$ cat src/hw/rtl/klx_pkg.sv
// Shared types, constants and word tables for the keyword lexer.
package klx_pkg;

    localparam int MAX_TOKEN   = 60;
    localparam int LINE_BITS   = 20;
    localparam int LEN_W       = $clog2(MAX_TOKEN + 1);
    localparam int ADDR_W      = $clog2(MAX_TOKEN);
    localparam int NUM_WORDS   = 10;
    localparam int WORD_MAX    = 13;
    localparam int QUEUE_DEPTH = 2;
    localparam int QPTR_W      = $clog2(QUEUE_DEPTH);
    localparam int QCNT_W      = $clog2(QUEUE_DEPTH + 1);

    typedef enum logic [2:0] {
        KIND_SEP     = 3'd0,
        KIND_OP      = 3'd1,
        KIND_INT     = 3'd2,
        KIND_KEYWORD = 3'd3,
        KIND_CMP     = 3'd4,
        KIND_IDENT   = 3'd5,
        KIND_STRING  = 3'd6,
        KIND_END     = 3'd7
    } kind_t;

    typedef enum logic [2:0] {
        CLS_SEP,
        CLS_OP,
        CLS_QUOTE,
        CLS_DIGIT,
        CLS_LETTER,
        CLS_UNDER,
        CLS_NEWLINE,
        CLS_OTHER
    } cls_t;

    typedef enum logic [1:0] {
        MODE_IDLE,
        MODE_NUMBER,
        MODE_WORD,
        MODE_STRING
    } mode_t;

    typedef enum logic [3:0] {
        BK_FETCH,
        BK_CLOSE,
        BK_RD,
        BK_EMIT,
        BK_CODED,
        BK_CLASSIFY,
        BK_SINGLE,
        BK_FIN,
        BK_END
    } back_state_t;

    // Which close is in progress decides where the sequencer goes afterwards.
    typedef enum logic [1:0] {
        PH_PRE,
        PH_QUOTE,
        PH_FIN
    } phase_t;

    typedef struct packed {
        logic [7:0] ch;
        cls_t       cls;
        logic       fin;
    } cmd_t;

    typedef struct packed {
        logic empty;
        logic full;
    } q_status_t;

    // Text of keyword 0 (the block-begin keyword), as ASCII codes.
    localparam logic [8*WORD_MAX-1:0] KW_BEGIN_TXT = 104'h6b695f6b6f72746563686f6368;

    localparam logic [8*WORD_MAX-1:0] WORD_TXT [NUM_WORDS] = '{
        KW_BEGIN_TXT, "exit", "int", "jodi", "zotokhhon", "likh",
        "soman", "osoman", "chuto", "boro"
    };
    localparam logic [3:0] WORD_LEN [NUM_WORDS] = '{
        4'd13, 4'd4, 4'd3, 4'd4, 4'd9, 4'd4, 4'd5, 4'd6, 4'd5, 4'd4
    };
    localparam kind_t WORD_KIND [NUM_WORDS] = '{
        KIND_KEYWORD, KIND_KEYWORD, KIND_KEYWORD, KIND_KEYWORD, KIND_KEYWORD,
        KIND_KEYWORD, KIND_CMP, KIND_CMP, KIND_CMP, KIND_CMP
    };
    localparam logic [2:0] WORD_CODE [NUM_WORDS] = '{
        3'd0, 3'd1, 3'd2, 3'd3, 3'd4, 3'd5, 3'd0, 3'd1, 3'd2, 3'd3
    };

    // True when word k has character c at position p.
    function automatic logic word_char_hit(input int k, input logic [LEN_W-1:0] p,
                                           input logic [7:0] c);
        logic [8*WORD_MAX-1:0] txt;
        int                    l;
        int                    pi;
        logic                  hit;
        txt = WORD_TXT[k];
        l   = int'(WORD_LEN[k]);
        pi  = int'(p);
        hit = 1'b0;
        if (pi < l) begin
            hit = (txt[8*(l-1-pi) +: 8] == c);
        end
        return hit;
    endfunction

endpackage

$ cat src/hw/rtl/klx_ram.sv
// Generic single-port-write, registered-read RAM.
module klx_ram #(
    parameter int WIDTH = 8,
    parameter int DEPTH = 64
) (
    input  logic                     clk,
    input  logic                     we,
    input  logic [$clog2(DEPTH)-1:0] waddr,
    input  logic [WIDTH-1:0]         wdata,
    input  logic [$clog2(DEPTH)-1:0] raddr,
    output logic [WIDTH-1:0]         rdata
);

    logic [WIDTH-1:0] mem_reg [DEPTH];
    logic [WIDTH-1:0] rdata_reg;

    // Write port and registered read port.
    always_ff @(posedge clk)
    begin
        if (we)
        begin
            mem_reg[waddr] <= wdata;
        end
        rdata_reg <= mem_reg[raddr];
    end

    assign rdata = rdata_reg;

endmodule

$ cat src/hw/rtl/klx_front.sv
// Front end: accepts source bytes and classifies them into queue commands.
module klx_front (
    input  logic          in_valid,
    output logic          in_ready,
    input  logic [7:0]    ch,
    input  logic          final_byte,
    input  klx_pkg::q_status_t q_status,
    output logic          push,
    output klx_pkg::cmd_t push_cmd
);
    import klx_pkg::*;

    cls_t cls;

    // Character class decode.
    always_comb
    begin
        cls = CLS_OTHER;
        if (ch == 8'h3B || ch == 8'h2C || ch == 8'h28 || ch == 8'h29 ||
            ch == 8'h7B || ch == 8'h7D)
        begin
            cls = CLS_SEP;
        end
        else if (ch == 8'h3D || ch == 8'h2B || ch == 8'h2D || ch == 8'h2A ||
                 ch == 8'h2F || ch == 8'h25)
        begin
            cls = CLS_OP;
        end
        else if (ch == 8'h22)
        begin
            cls = CLS_QUOTE;
        end
        else if (ch >= 8'h30 && ch <= 8'h39)
        begin
            cls = CLS_DIGIT;
        end
        else if ((ch >= 8'h41 && ch <= 8'h5A) || (ch >= 8'h61 && ch <= 8'h7A))
        begin
            cls = CLS_LETTER;
        end
        else if (ch == 8'h5F)
        begin
            cls = CLS_UNDER;
        end
        else if (ch == 8'h0A)
        begin
            cls = CLS_NEWLINE;
        end
    end

    // A beat is taken whenever the queue has room.
    assign in_ready     = !q_status.full;
    assign push         = in_valid && !q_status.full;
    assign push_cmd.ch  = ch;
    assign push_cmd.cls = cls;
    assign push_cmd.fin = final_byte;

endmodule

$ cat src/hw/rtl/klx_queue.sv
// Short command queue between the front end and the token sequencer.
module klx_queue (
    input  logic               clk,
    input  logic               rst_n,
    input  logic               push,
    input  klx_pkg::cmd_t      push_cmd,
    input  logic               pop,
    output klx_pkg::cmd_t      head,
    output klx_pkg::q_status_t status
);
    import klx_pkg::*;

    cmd_t              entry_reg [QUEUE_DEPTH];
    logic [QPTR_W-1:0] wptr_reg;
    logic [QPTR_W-1:0] rptr_reg;
    logic [QCNT_W-1:0] count_reg;

    // Pointers and occupancy.
    always_ff @(posedge clk or negedge rst_n)
    begin
        if (!rst_n)
        begin
            wptr_reg  <= '0;
            rptr_reg  <= '0;
            count_reg <= '0;
        end
        else
        begin
            if (push)
            begin
                wptr_reg <= (wptr_reg == QPTR_W'(QUEUE_DEPTH - 1)) ? '0 : wptr_reg + 1'b1;
            end
            if (pop)
            begin
                rptr_reg <= (rptr_reg == QPTR_W'(QUEUE_DEPTH - 1)) ? '0 : rptr_reg + 1'b1;
            end
            if (push && !pop)
            begin
                count_reg <= count_reg + 1'b1;
            end
            else if (pop && !push)
            begin
                count_reg <= count_reg - 1'b1;
            end
        end
    end

    // Entry storage.
    always_ff @(posedge clk)
    begin
        if (push)
        begin
            entry_reg[wptr_reg] <= push_cmd;
        end
    end

    assign head         = entry_reg[rptr_reg];
    assign status.empty = (count_reg == '0);
    assign status.full  = (count_reg == QCNT_W'(QUEUE_DEPTH));

endmodule

$ cat src/hw/rtl/klx_back.sv
// Token sequencer: keeps scan state and token buffer, emits result beats.
module klx_back (
    input  logic                           clk,
    input  logic                           rst_n,
    input  klx_pkg::cmd_t                  head,
    input  klx_pkg::q_status_t             q_status,
    output logic                           pop,
    output logic                           out_valid,
    input  logic                           out_ready,
    output logic [2:0]                     kind,
    output logic [2:0]                     word_code,
    output logic [7:0]                     text_char,
    output logic [5:0]                     char_pos,
    output logic [klx_pkg::LINE_BITS-1:0]  line,
    output logic                           truncated,
    output logic                           unterminated,
    output logic                           last
);
    import klx_pkg::*;

    back_state_t           state_reg, state_next;
    phase_t                phase_reg, phase_next;
    mode_t                 mode_reg, mode_next;
    logic [LEN_W-1:0]      len_reg, len_next;
    logic                  ovf_reg, ovf_next;
    logic [NUM_WORDS-1:0]  cand_reg, cand_next;
    logic [LINE_BITS-1:0]  line_reg, line_next;
    cmd_t                  cmd_reg, cmd_next;
    logic [LEN_W-1:0]      idx_reg, idx_next;
    kind_t                 tkind_reg, tkind_next;
    logic                  unterm_reg, unterm_next;

    logic                  out_valid_reg, out_valid_next;
    logic [2:0]            kind_reg, kind_next;
    logic [2:0]            code_reg, code_next;
    logic [7:0]            text_reg, text_next;
    logic [5:0]            pos_reg, pos_next;
    logic [LINE_BITS-1:0]  oline_reg, oline_next;
    logic                  trunc_reg, trunc_next;
    logic                  unt_reg, unt_next;
    logic                  last_reg, last_next;

    logic                  out_free;
    logic                  app_en;
    logic [7:0]            app_ch;
    logic                  clr_en;
    logic                  ram_we;
    logic [ADDR_W-1:0]     ram_waddr;
    logic [7:0]            ram_rdata;
    logic                  match;
    kind_t                 match_kind;
    logic [2:0]            match_code;
    logic                  emit_last;
    phase_t                after_phase;
    back_state_t           after_close;

    klx_ram #(
        .WIDTH (8),
        .DEPTH (MAX_TOKEN)
    ) u_text (
        .clk   (clk),
        .we    (ram_we),
        .waddr (ram_waddr),
        .wdata (app_ch),
        .raddr (idx_reg[ADDR_W-1:0]),
        .rdata (ram_rdata)
    );

    // Keyword match over the surviving candidates.
    always_comb
    begin
        match      = 1'b0;
        match_kind = KIND_IDENT;
        match_code = 3'd0;
        for (int k = 0; k < NUM_WORDS; k++)
        begin
            if (cand_reg[k] && len_reg == LEN_W'(WORD_LEN[k]) && !ovf_reg)
            begin
                match      = 1'b1;
                match_kind = WORD_KIND[k];
                match_code = WORD_CODE[k];
            end
        end
    end

    assign out_free    = !out_valid_reg || out_ready;
    assign emit_last   = (len_reg == '0) || (idx_reg + 1'b1 == len_reg);
    assign after_phase = phase_reg;

    // Where a finished close hands over.
    always_comb
    begin
        unique case (after_phase)
            PH_PRE:   after_close = BK_CLASSIFY;
            PH_QUOTE: after_close = BK_FIN;
            PH_FIN:   after_close = BK_END;
            default:  after_close = BK_FETCH;
        endcase
    end

    // Sequencer next state and outputs.
    always_comb
    begin
        state_next     = state_reg;
        phase_next     = phase_reg;
        mode_next      = mode_reg;
        len_next       = len_reg;
        ovf_next       = ovf_reg;
        cand_next      = cand_reg;
        line_next      = line_reg;
        cmd_next       = cmd_reg;
        idx_next       = idx_reg;
        tkind_next     = tkind_reg;
        unterm_next    = unterm_reg;
        out_valid_next = out_valid_reg && !out_ready;
        kind_next      = kind_reg;
        code_next      = code_reg;
        text_next      = text_reg;
        pos_next       = pos_reg;
        oline_next     = oline_reg;
        trunc_next     = trunc_reg;
        unt_next       = unt_reg;
        last_next      = last_reg;
        pop            = 1'b0;
        app_en         = 1'b0;
        app_ch         = cmd_reg.ch;
        clr_en         = 1'b0;
        ram_we         = 1'b0;
        ram_waddr      = len_reg[ADDR_W-1:0];

        unique case (state_reg)
            BK_FETCH:
            begin
                if (!q_status.empty)
                begin
                    pop      = 1'b1;
                    cmd_next = head;
                    app_ch   = head.ch;
                    if ((mode_reg == MODE_STRING && head.cls != CLS_QUOTE) ||
                        (mode_reg == MODE_NUMBER && head.cls == CLS_DIGIT) ||
                        (mode_reg == MODE_WORD &&
                         (head.cls == CLS_LETTER || head.cls == CLS_UNDER)))
                    begin
                        app_en     = 1'b1;
                        state_next = BK_FIN;
                    end
                    else if (mode_reg == MODE_STRING)
                    begin
                        phase_next = PH_QUOTE;
                        state_next = BK_CLOSE;
                    end
                    else
                    begin
                        phase_next = PH_PRE;
                        state_next = BK_CLOSE;
                    end
                end
            end
            BK_CLOSE:
            begin
                idx_next    = '0;
                unterm_next = 1'b0;
                unique case (mode_reg)
                    MODE_IDLE:
                    begin
                        clr_en     = 1'b1;
                        state_next = after_close;
                    end
                    MODE_NUMBER:
                    begin
                        tkind_next = KIND_INT;
                        state_next = BK_RD;
                    end
                    MODE_WORD:
                    begin
                        tkind_next = match ? match_kind : KIND_IDENT;
                        state_next = match ? BK_CODED : BK_RD;
                    end
                    MODE_STRING:
                    begin
                        tkind_next  = KIND_STRING;
                        unterm_next = (phase_reg == PH_FIN);
                        state_next  = BK_RD;
                    end
                    default:
                    begin
                        state_next = BK_FETCH;
                    end
                endcase
            end
            BK_RD:
            begin
                state_next = BK_EMIT;
            end
            BK_EMIT:
            begin
                if (out_free)
                begin
                    out_valid_next = 1'b1;
                    kind_next      = tkind_reg;
                    code_next      = 3'd0;
                    text_next      = (len_reg == '0) ? 8'd0 : ram_rdata;
                    pos_next       = 6'(idx_reg);
                    oline_next     = line_reg;
                    trunc_next     = ovf_reg;
                    unt_next       = unterm_reg;
                    last_next      = emit_last;
                    if (emit_last)
                    begin
                        clr_en     = 1'b1;
                        state_next = after_close;
                    end
                    else
                    begin
                        idx_next   = idx_reg + 1'b1;
                        state_next = BK_RD;
                    end
                end
            end
            BK_CODED:
            begin
                if (out_free)
                begin
                    out_valid_next = 1'b1;
                    kind_next      = tkind_reg;
                    code_next      = match_code;
                    text_next      = 8'd0;
                    pos_next       = 6'd0;
                    oline_next     = line_reg;
                    trunc_next     = 1'b0;
                    unt_next       = 1'b0;
                    last_next      = 1'b1;
                    clr_en         = 1'b1;
                    state_next     = after_close;
                end
            end
            BK_CLASSIFY:
            begin
                state_next = BK_FIN;
                unique case (cmd_reg.cls)
                    CLS_SEP:
                    begin
                        tkind_next = KIND_SEP;
                        state_next = BK_SINGLE;
                    end
                    CLS_OP:
                    begin
                        tkind_next = KIND_OP;
                        state_next = BK_SINGLE;
                    end
                    CLS_QUOTE:
                    begin
                        mode_next = MODE_STRING;
                    end
                    CLS_DIGIT:
                    begin
                        mode_next = MODE_NUMBER;
                        app_en    = 1'b1;
                    end
                    CLS_LETTER:
                    begin
                        mode_next = MODE_WORD;
                        app_en    = 1'b1;
                    end
                    CLS_NEWLINE:
                    begin
                        if (line_reg != '1)
                        begin
                            line_next = line_reg + 1'b1;
                        end
                    end
                    default:
                    begin
                        state_next = BK_FIN;
                    end
                endcase
            end
            BK_SINGLE:
            begin
                if (out_free)
                begin
                    out_valid_next = 1'b1;
                    kind_next      = tkind_reg;
                    code_next      = 3'd0;
                    text_next      = cmd_reg.ch;
                    pos_next       = 6'd0;
                    oline_next     = line_reg;
                    trunc_next     = 1'b0;
                    unt_next       = 1'b0;
                    last_next      = 1'b1;
                    state_next     = BK_FIN;
                end
            end
            BK_FIN:
            begin
                if (cmd_reg.fin)
                begin
                    phase_next = PH_FIN;
                    state_next = BK_CLOSE;
                end
                else
                begin
                    state_next = BK_FETCH;
                end
            end
            BK_END:
            begin
                if (out_free)
                begin
                    out_valid_next = 1'b1;
                    kind_next      = KIND_END;
                    code_next      = 3'd0;
                    text_next      = 8'd0;
                    pos_next       = 6'd0;
                    oline_next     = line_reg;
                    trunc_next     = 1'b0;
                    unt_next       = 1'b0;
                    last_next      = 1'b1;
                    line_next      = LINE_BITS'(1);
                    state_next     = BK_FETCH;
                end
            end
            default:
            begin
                state_next = BK_FETCH;
            end
        endcase

        // Append a character to the token buffer and narrow the candidates.
        if (app_en)
        begin
            if (len_reg < LEN_W'(MAX_TOKEN))
            begin
                ram_we   = 1'b1;
                len_next = len_reg + 1'b1;
                for (int k = 0; k < NUM_WORDS; k++)
                begin
                    cand_next[k] = cand_reg[k] && word_char_hit(k, len_reg, app_ch);
                end
            end
            else
            begin
                ovf_next = 1'b1;
            end
        end

        // Drop the finished token.
        if (clr_en)
        begin
            mode_next = MODE_IDLE;
            len_next  = '0;
            ovf_next  = 1'b0;
            cand_next = '1;
        end
    end

    // Control registers.
    always_ff @(posedge clk or negedge rst_n)
    begin
        if (!rst_n)
        begin
            state_reg     <= BK_FETCH;
            phase_reg     <= PH_PRE;
            mode_reg      <= MODE_IDLE;
            len_reg       <= '0;
            ovf_reg       <= 1'b0;
            cand_reg      <= '1;
            line_reg      <= LINE_BITS'(1);
            idx_reg       <= '0;
            out_valid_reg <= 1'b0;
        end
        else
        begin
            state_reg     <= state_next;
            phase_reg     <= phase_next;
            mode_reg      <= mode_next;
            len_reg       <= len_next;
            ovf_reg       <= ovf_next;
            cand_reg      <= cand_next;
            line_reg      <= line_next;
            idx_reg       <= idx_next;
            out_valid_reg <= out_valid_next;
        end
    end

    // Payload registers.
    always_ff @(posedge clk)
    begin
        cmd_reg    <= cmd_next;
        tkind_reg  <= tkind_next;
        unterm_reg <= unterm_next;
        kind_reg   <= kind_next;
        code_reg   <= code_next;
        text_reg   <= text_next;
        pos_reg    <= pos_next;
        oline_reg  <= oline_next;
        trunc_reg  <= trunc_next;
        unt_reg    <= unt_next;
        last_reg   <= last_next;
    end

    assign out_valid    = out_valid_reg;
    assign kind         = kind_reg;
    assign word_code    = code_reg;
    assign text_char    = text_reg;
    assign char_pos     = pos_reg;
    assign line         = oline_reg;
    assign truncated    = trunc_reg;
    assign unterminated = unt_reg;
    assign last         = last_reg;

endmodule

$ cat src/hw/rtl/keyword_lexer_core.sv
// Keyword lexer: byte-serial tokenizer for a small keyword language.
//
// Source bytes arrive on the input channel (in_valid/in_ready, ch, final_byte);
// one beat carries one byte, and final_byte marks the last byte of a text.
// Tokens leave on the output channel (out_valid/out_ready) one beat per token
// character, with kind, word_code, char_pos, line and the truncated,
// unterminated and last flags. Coded keywords and comparators, separators,
// operators and the end marker take one beat each.
// The front end classifies each byte into a two-entry command queue; the
// token sequencer behind it works one command at a time. A byte that only
// extends a token passes the sequencer's fetch and finish states; closing a
// text token emits each character after a registered read of the token buffer.
// When the receiver holds out_ready low, the sequencer waits with its beat;
// the queue fills and in_ready then falls until room frees up.
// Reset empties the queue, returns the scanner to idle and sets the line
// count to one. After an end marker the line count is one again.
module keyword_lexer_core (
    input  logic                          clk,
    input  logic                          rst_n,
    input  logic                          in_valid,
    output logic                          in_ready,
    input  logic [7:0]                    ch,
    input  logic                          final_byte,
    output logic                          out_valid,
    input  logic                          out_ready,
    output logic [2:0]                    kind,
    output logic [2:0]                    word_code,
    output logic [7:0]                    text_char,
    output logic [5:0]                    char_pos,
    output logic [klx_pkg::LINE_BITS-1:0] line,
    output logic                          truncated,
    output logic                          unterminated,
    output logic                          last
);
    import klx_pkg::*;

    logic      push;
    logic      pop;
    cmd_t      push_cmd;
    cmd_t      head;
    q_status_t q_status;

    klx_front u_front (
        .in_valid   (in_valid),
        .in_ready   (in_ready),
        .ch         (ch),
        .final_byte (final_byte),
        .q_status   (q_status),
        .push       (push),
        .push_cmd   (push_cmd)
    );

    klx_queue u_queue (
        .clk      (clk),
        .rst_n    (rst_n),
        .push     (push),
        .push_cmd (push_cmd),
        .pop      (pop),
        .head     (head),
        .status   (q_status)
    );

    klx_back u_back (
        .clk          (clk),
        .rst_n        (rst_n),
        .head         (head),
        .q_status     (q_status),
        .pop          (pop),
        .out_valid    (out_valid),
        .out_ready    (out_ready),
        .kind         (kind),
        .word_code    (word_code),
        .text_char    (text_char),
        .char_pos     (char_pos),
        .line         (line),
        .truncated    (truncated),
        .unterminated (unterminated),
        .last         (last)
    );

    // The sequencer never pops an empty queue.
    assert property (@(posedge clk) disable iff (!rst_n) pop |-> !q_status.empty)
        else $error("pop from empty command queue");

    // Coded tokens and the end marker are single beats with no text.
    assert property (@(posedge clk) disable iff (!rst_n)
        out_valid && (kind == KIND_KEYWORD || kind == KIND_CMP || kind == KIND_END)
        |-> last && text_char == 8'd0 && char_pos == 6'd0)
        else $error("coded token beat carries text or is not last");

    // Only text tokens span several beats.
    assert property (@(posedge clk) disable iff (!rst_n)
        out_valid && char_pos != 6'd0
        |-> (kind == KIND_INT || kind == KIND_IDENT || kind == KIND_STRING))
        else $error("multi-beat token of a single-beat kind");

endmodule
$ cat config.mk
export PLATFORM = sky130hd
export DESIGN_NAME = keyword_lexer_core
export DESIGN_NICKNAME = d
export VERILOG_FILES = /design/src/hw/rtl/klx_pkg.sv /design/src/hw/rtl/klx_ram.sv /design/src/hw/rtl/klx_front.sv /design/src/hw/rtl/klx_queue.sv /design/src/hw/rtl/klx_back.sv /design/src/hw/rtl/keyword_lexer_core.sv
export SDC_FILE = /design/constraint.sdc
export NUM_CORES = 1
export LEC_CHECK = 0
export BUFFER_PORTS_ARGS = -buffer_cell sky130_fd_sc_hd__buf_2
export CAP_MARGIN = 5
export CORE_MARGIN = 4
export CORE_UTILIZATION = 44
export CTS_CLUSTER_DIAMETER = 100
export DETAILED_ROUTE_END_ITERATION = 6
export GPL_TIMING_DRIVEN = 0
export PLACE_DENSITY = 0.68
export SLEW_MARGIN = 0
export SYNTH_ARGS = -nofsm -noshare
export SYNTH_HDL_FRONTEND = slang
export SYNTH_SLANG_ARGS = --single-unit
$ cat constraint.sdc
create_clock -name clk -period 3.4 [get_ports clk]
set_clock_uncertainty 0.1 [all_clocks]
set_input_delay 0.68 -clock clk [delete_from_list [all_inputs] [get_ports clk]]
set_output_delay 0.68 -clock clk [all_outputs]
set_load 0.005 [all_outputs]
==> impl_metrics.py <==
metrics = {
    "routing": {
        "route.final.wire_length_um": 71300,
        "route.detailed.drc": 0,
        "wire_per_inst_um": 25.3,
        "final_antenna_net_count": 0,
        "detailedRoute.firstPassIterationCount": 7,
        "detail_route.iter0.violations": 2016,
        "vias": 17126,
        "post_drt_via_cell_ratio": 6.07,
    },
    "synthesis": {
        "synth_simple_gate_area_share_pct": 8.34,
        "synth.mux.area_fraction_pct": 13.5,
        "ys_seq_area_share_pct": 67.0,
        "synth_compound_area_share_pct": 6.75,
        "synth_top_family_by_area": "multiplexers",
        "netlist-cell-type-count": 92,
        "synth_enable_flop_cells": 563,
        "syn-num-nets": 1800,
        "synthAdderAreaFrac_pct": 0.934,
        "postSynth.topFlopCell": "edfxtp_1",
        "post_synth_top_area_cell": "edfxtp_1",
        "synth_warnings": 0,
        "synthCells": 1768,
        "syn_area_per_cell_um2": 15.6,
        "synth.area.top_cells": "edfxtp_1 (61%), mux4_2 (12%), dfrtp_1 (4.1%)",
        "share_of_the_synthesized_area_in_the_top_cell_type_pct": 61.2,
        "syn_area_um2": 27600,
        "synth-xor-area-share_pct": 1.45,
        "count_of_state_elements_after_synthesis": 627,
        "postSynth.asyncResetShare_pct": 8.93,
    },
    "die": {
        "top_level_ports": 58,
        "die_width_um": 258,
        "initial_core_util_pct": 44.6,
        "core_um2": 61900,
        "floorplan.die_area_um2": 66800,
        "num_rows": 91,
        "chipHeight_um": 258,
    },
    "pwr": {
        "cell_internal_pwr_w": 0.0183,
        "power_per_cell_area_nw_per_um2": 886,
        "share_comb_of_total_power_pct": 36.9,
        "sw_frac_of_total_pct": 36.4,
        "power.leakage_nw": 10.4,
        "power_switching_w": 0.0105,
        "peakVddDrop_mv": 0.479,
        "seq_power_share_pct": 37.7,
        "power.total_w": 0.0288,
        "share_clk_of_total_power_pct": 25.5,
    },
    "worst_setup_path": {
        "timing.critical_path.required_ns": 3.57,
        "crit_fanout": 10,
        "worst-setup-path-type": "reg2reg",
        "setup.worst_path.start_class": "flop",
        "crit_path_end_kind": "flop",
        "timing.critical_path.arrival_ns": 3.46,
    },
    "timing": {
        "final.setup.tns_ns": 0,
        "slew-limit-headroom_pct": 26.1,
        "min_period_over_period_pct": 96.9,
        "report.final.hold_viol_count": 0,
        "slew_at_the_pin_closest_to_its_max_slew_limit_ns": 1.10,
        "timing_max_transition_violations_final": 0,
        "setup-violations-final": 0,
        "timing.final.crit_period_ns": 3.29,
        "maxClockFrequency_ghz": 0.303,
    },
    "place": {
        "placed_cells_incl_taps": 2666,
        "place_congestion": 0.940,
        "numPortBuffers": 57,
        "hpwlAfterDp_um": 46700,
    },
    "worst_hold_path": {
        "tightest_hold_check_type": "in2async",
    },
    "outcome": {
        "outcome": "complete, no violations",
    },
    "cts": {
        "worst_setup_hold_path_clk_slew_ns": 0.06,
        "cts_hold_buffers": 0,
        "insertion_delay_ns": 0.62,
        "tritoncts.num_buffers": 66,
        "tritoncts_clock_tree": "yes",
        "clock_tree.htree_level_count": 3,
        "clockBufferDepth": 3,
        "cts.root.buffer_cell": "clkbuf_16",
        "cts_num_sinks": 627,
    },
    "final_layout": {
        "syn2layout_area_growth_pct": 17.9,
        "drive_gt1_share_pct": 27.2,
        "fillerInstances": 4967,
        "antenna_cells_inserted": 0,
        "number_of_nets_in_the_finished_design": 1965,
        "largest_register_ff_count": 480,
        "final_cells": 2821,
    },
    "global_route": {
        "grt_antenna_before_repair": 0,
        "globalRoute.totalOverflow": 0,
        "grt_max_degree": 70,
        "vias_in_the_first_global_route": 16748,
        "grt_pass1_wl_um": 107000,
        "grt_use_total_pct": 21.2,
    },
    "job": {
        "drv_cap": 0,
    },
}
critical path, stage by stage, from the launching register on:
cell      delay [ns]
dfrtp_1         0.32
clkbuf_1        0.35
inv_1           0.21
nor4b_2         0.38
a311oi_2        0.13
o21ai_2         0.27
and2_2          0.28
buf_4           0.28
nand2_4         0.28
nor2_4          0.34
cells in the final DEF (no fill, tap or decap), types with 25 or more instances in the layout:
master,count
nor2_1,77
nor2_4,57
nor3_1,35
a21oi_1,47
clkbuf_1,49
dfrtp_1,41
buf_2,74
mux4_2,147
clkbuf_16,67
nand3_1,51
buf_4,32
o21ai_0,79
nand2_1,105
xnor2_1,26
edfxtp_1,563
mux2i_1,25
metrics by stage:
step | area, um^2 | hold slack, ns | utilization, % | worst slack (ns)
final | 32500 | 0.0417 | 52.5 | 0.105
after global routing | 32500 | 0.0850 | 52.5 | -0.0234
after CTS | 32300 | 0.0752 | 52.1 | -0.175
after detailed placement | 29000 | 0.356 | 46.9 | -1.17
after global placement | 28900 | 0.342 | 46.7 | -1.43
after floorplan | 27600 | 0.284 | - | 0.0213
final cells by class:
type | count | area (um^2) | share of cell area [%]
plain buffers | 100 | 558 | 1.71
clock buffers | 80 | 1740 | 5.33
clock inverters | 39 | 474 | 1.46
inverters | 34 | 171 | 0.527
multi-input cells | 1003 | 9190 | 28.2
flip-flops and latches | 627 | 18500 | 56.8
well taps | 837 | 1050 | 3.22
repair buffers | 101 | 876 | 2.69
synthesized netlist by cell type (all sizes together) (4+ instances only):
library cell  instances
dfxtp                 8
dfstp                11
a211oi               18
nand3b                8
nor3b                 4
xor2                 16
nor2                139
nand2b               24
ha                   19
inv                  33
a22oi                 4
nand4                 8
o31ai                17
dfrtp                45
or2                   5
nor3                 37
o311ai                6
a21o                  5
nor2b                23
buf                  45
a31oi                19
mux2i                28
nor4b                 4
nand3                55
and2                  7
a32oi                 4
edfxtp              563
a21boi                4
a21oi                51
a22o                  9
o21ai                86
nand2               112
mux2                  8
or3                  12
mux4                147
xnor2                27
nor4                  7
clkbuf               59
o22ai                10
o211ai               12
and3                 15
routing by layer:
metal	up-vias	wire length, um	GRT usage [%]
li1	7351	-	-
met3	148	6790	4.27
met5	-	0	0
met4	0	2000	6.67
met2	952	34100	34.1
met1	8675	28400	29.5
power by group through the flow:
stage | Combinational (W) | Sequential, W | Clock, W
finish | 0.0106 | 0.0109 | 0.00735
global route | 0.0114 | 0.0109 | 0.00781
CTS | 0.0102 | 0.0108 | 0.00746
detailed placement | 0.00970 | 0.0110 | 0
global placement | 0.00938 | 0.0110 | 0
floorplan | 0.00638 | 0.0108 | 0
what timing repair did:
item / 4_1_cts / 5_1_grt
resized for setup: 189 / 56
buffers inserted: 32 / 8
endpoints found under the setup margin: 561 / 509
pin swaps: 21 / 14
cell families after synthesis:
kind of cell,count (synthesis)
AND/OR/NAND/NOR,470
flip-flops,627
AO/OA/AOI/OAI,285
buffers and inverters,138
adder cells (fa/ha/maj),21
multiplexers,183
XOR/XNOR,44
final timing paths:
path                                     startpoint                           end  slack [ns]  depth (start not counted)
min in group clk                         final_byte       u_queue.entry_reg[1][0]        0.17                          1
worst max-delay path             u_back.mode_reg[0]  u_back.u_text.mem_reg[18][0]        0.11                          9
worst max register to register   u_back.mode_reg[0]  u_back.u_text.mem_reg[18][0]        0.11                          9
max in group asynchronous                     rst_n             u_back.len_reg[3]        2.54                          1
worst min register to register  u_back.line_reg[19]               u_back.line[19]        0.36                          0
worst min-delay path                          rst_n              u_queue.rptr_reg        0.04                          1
(Power assumes the default switching activity.)
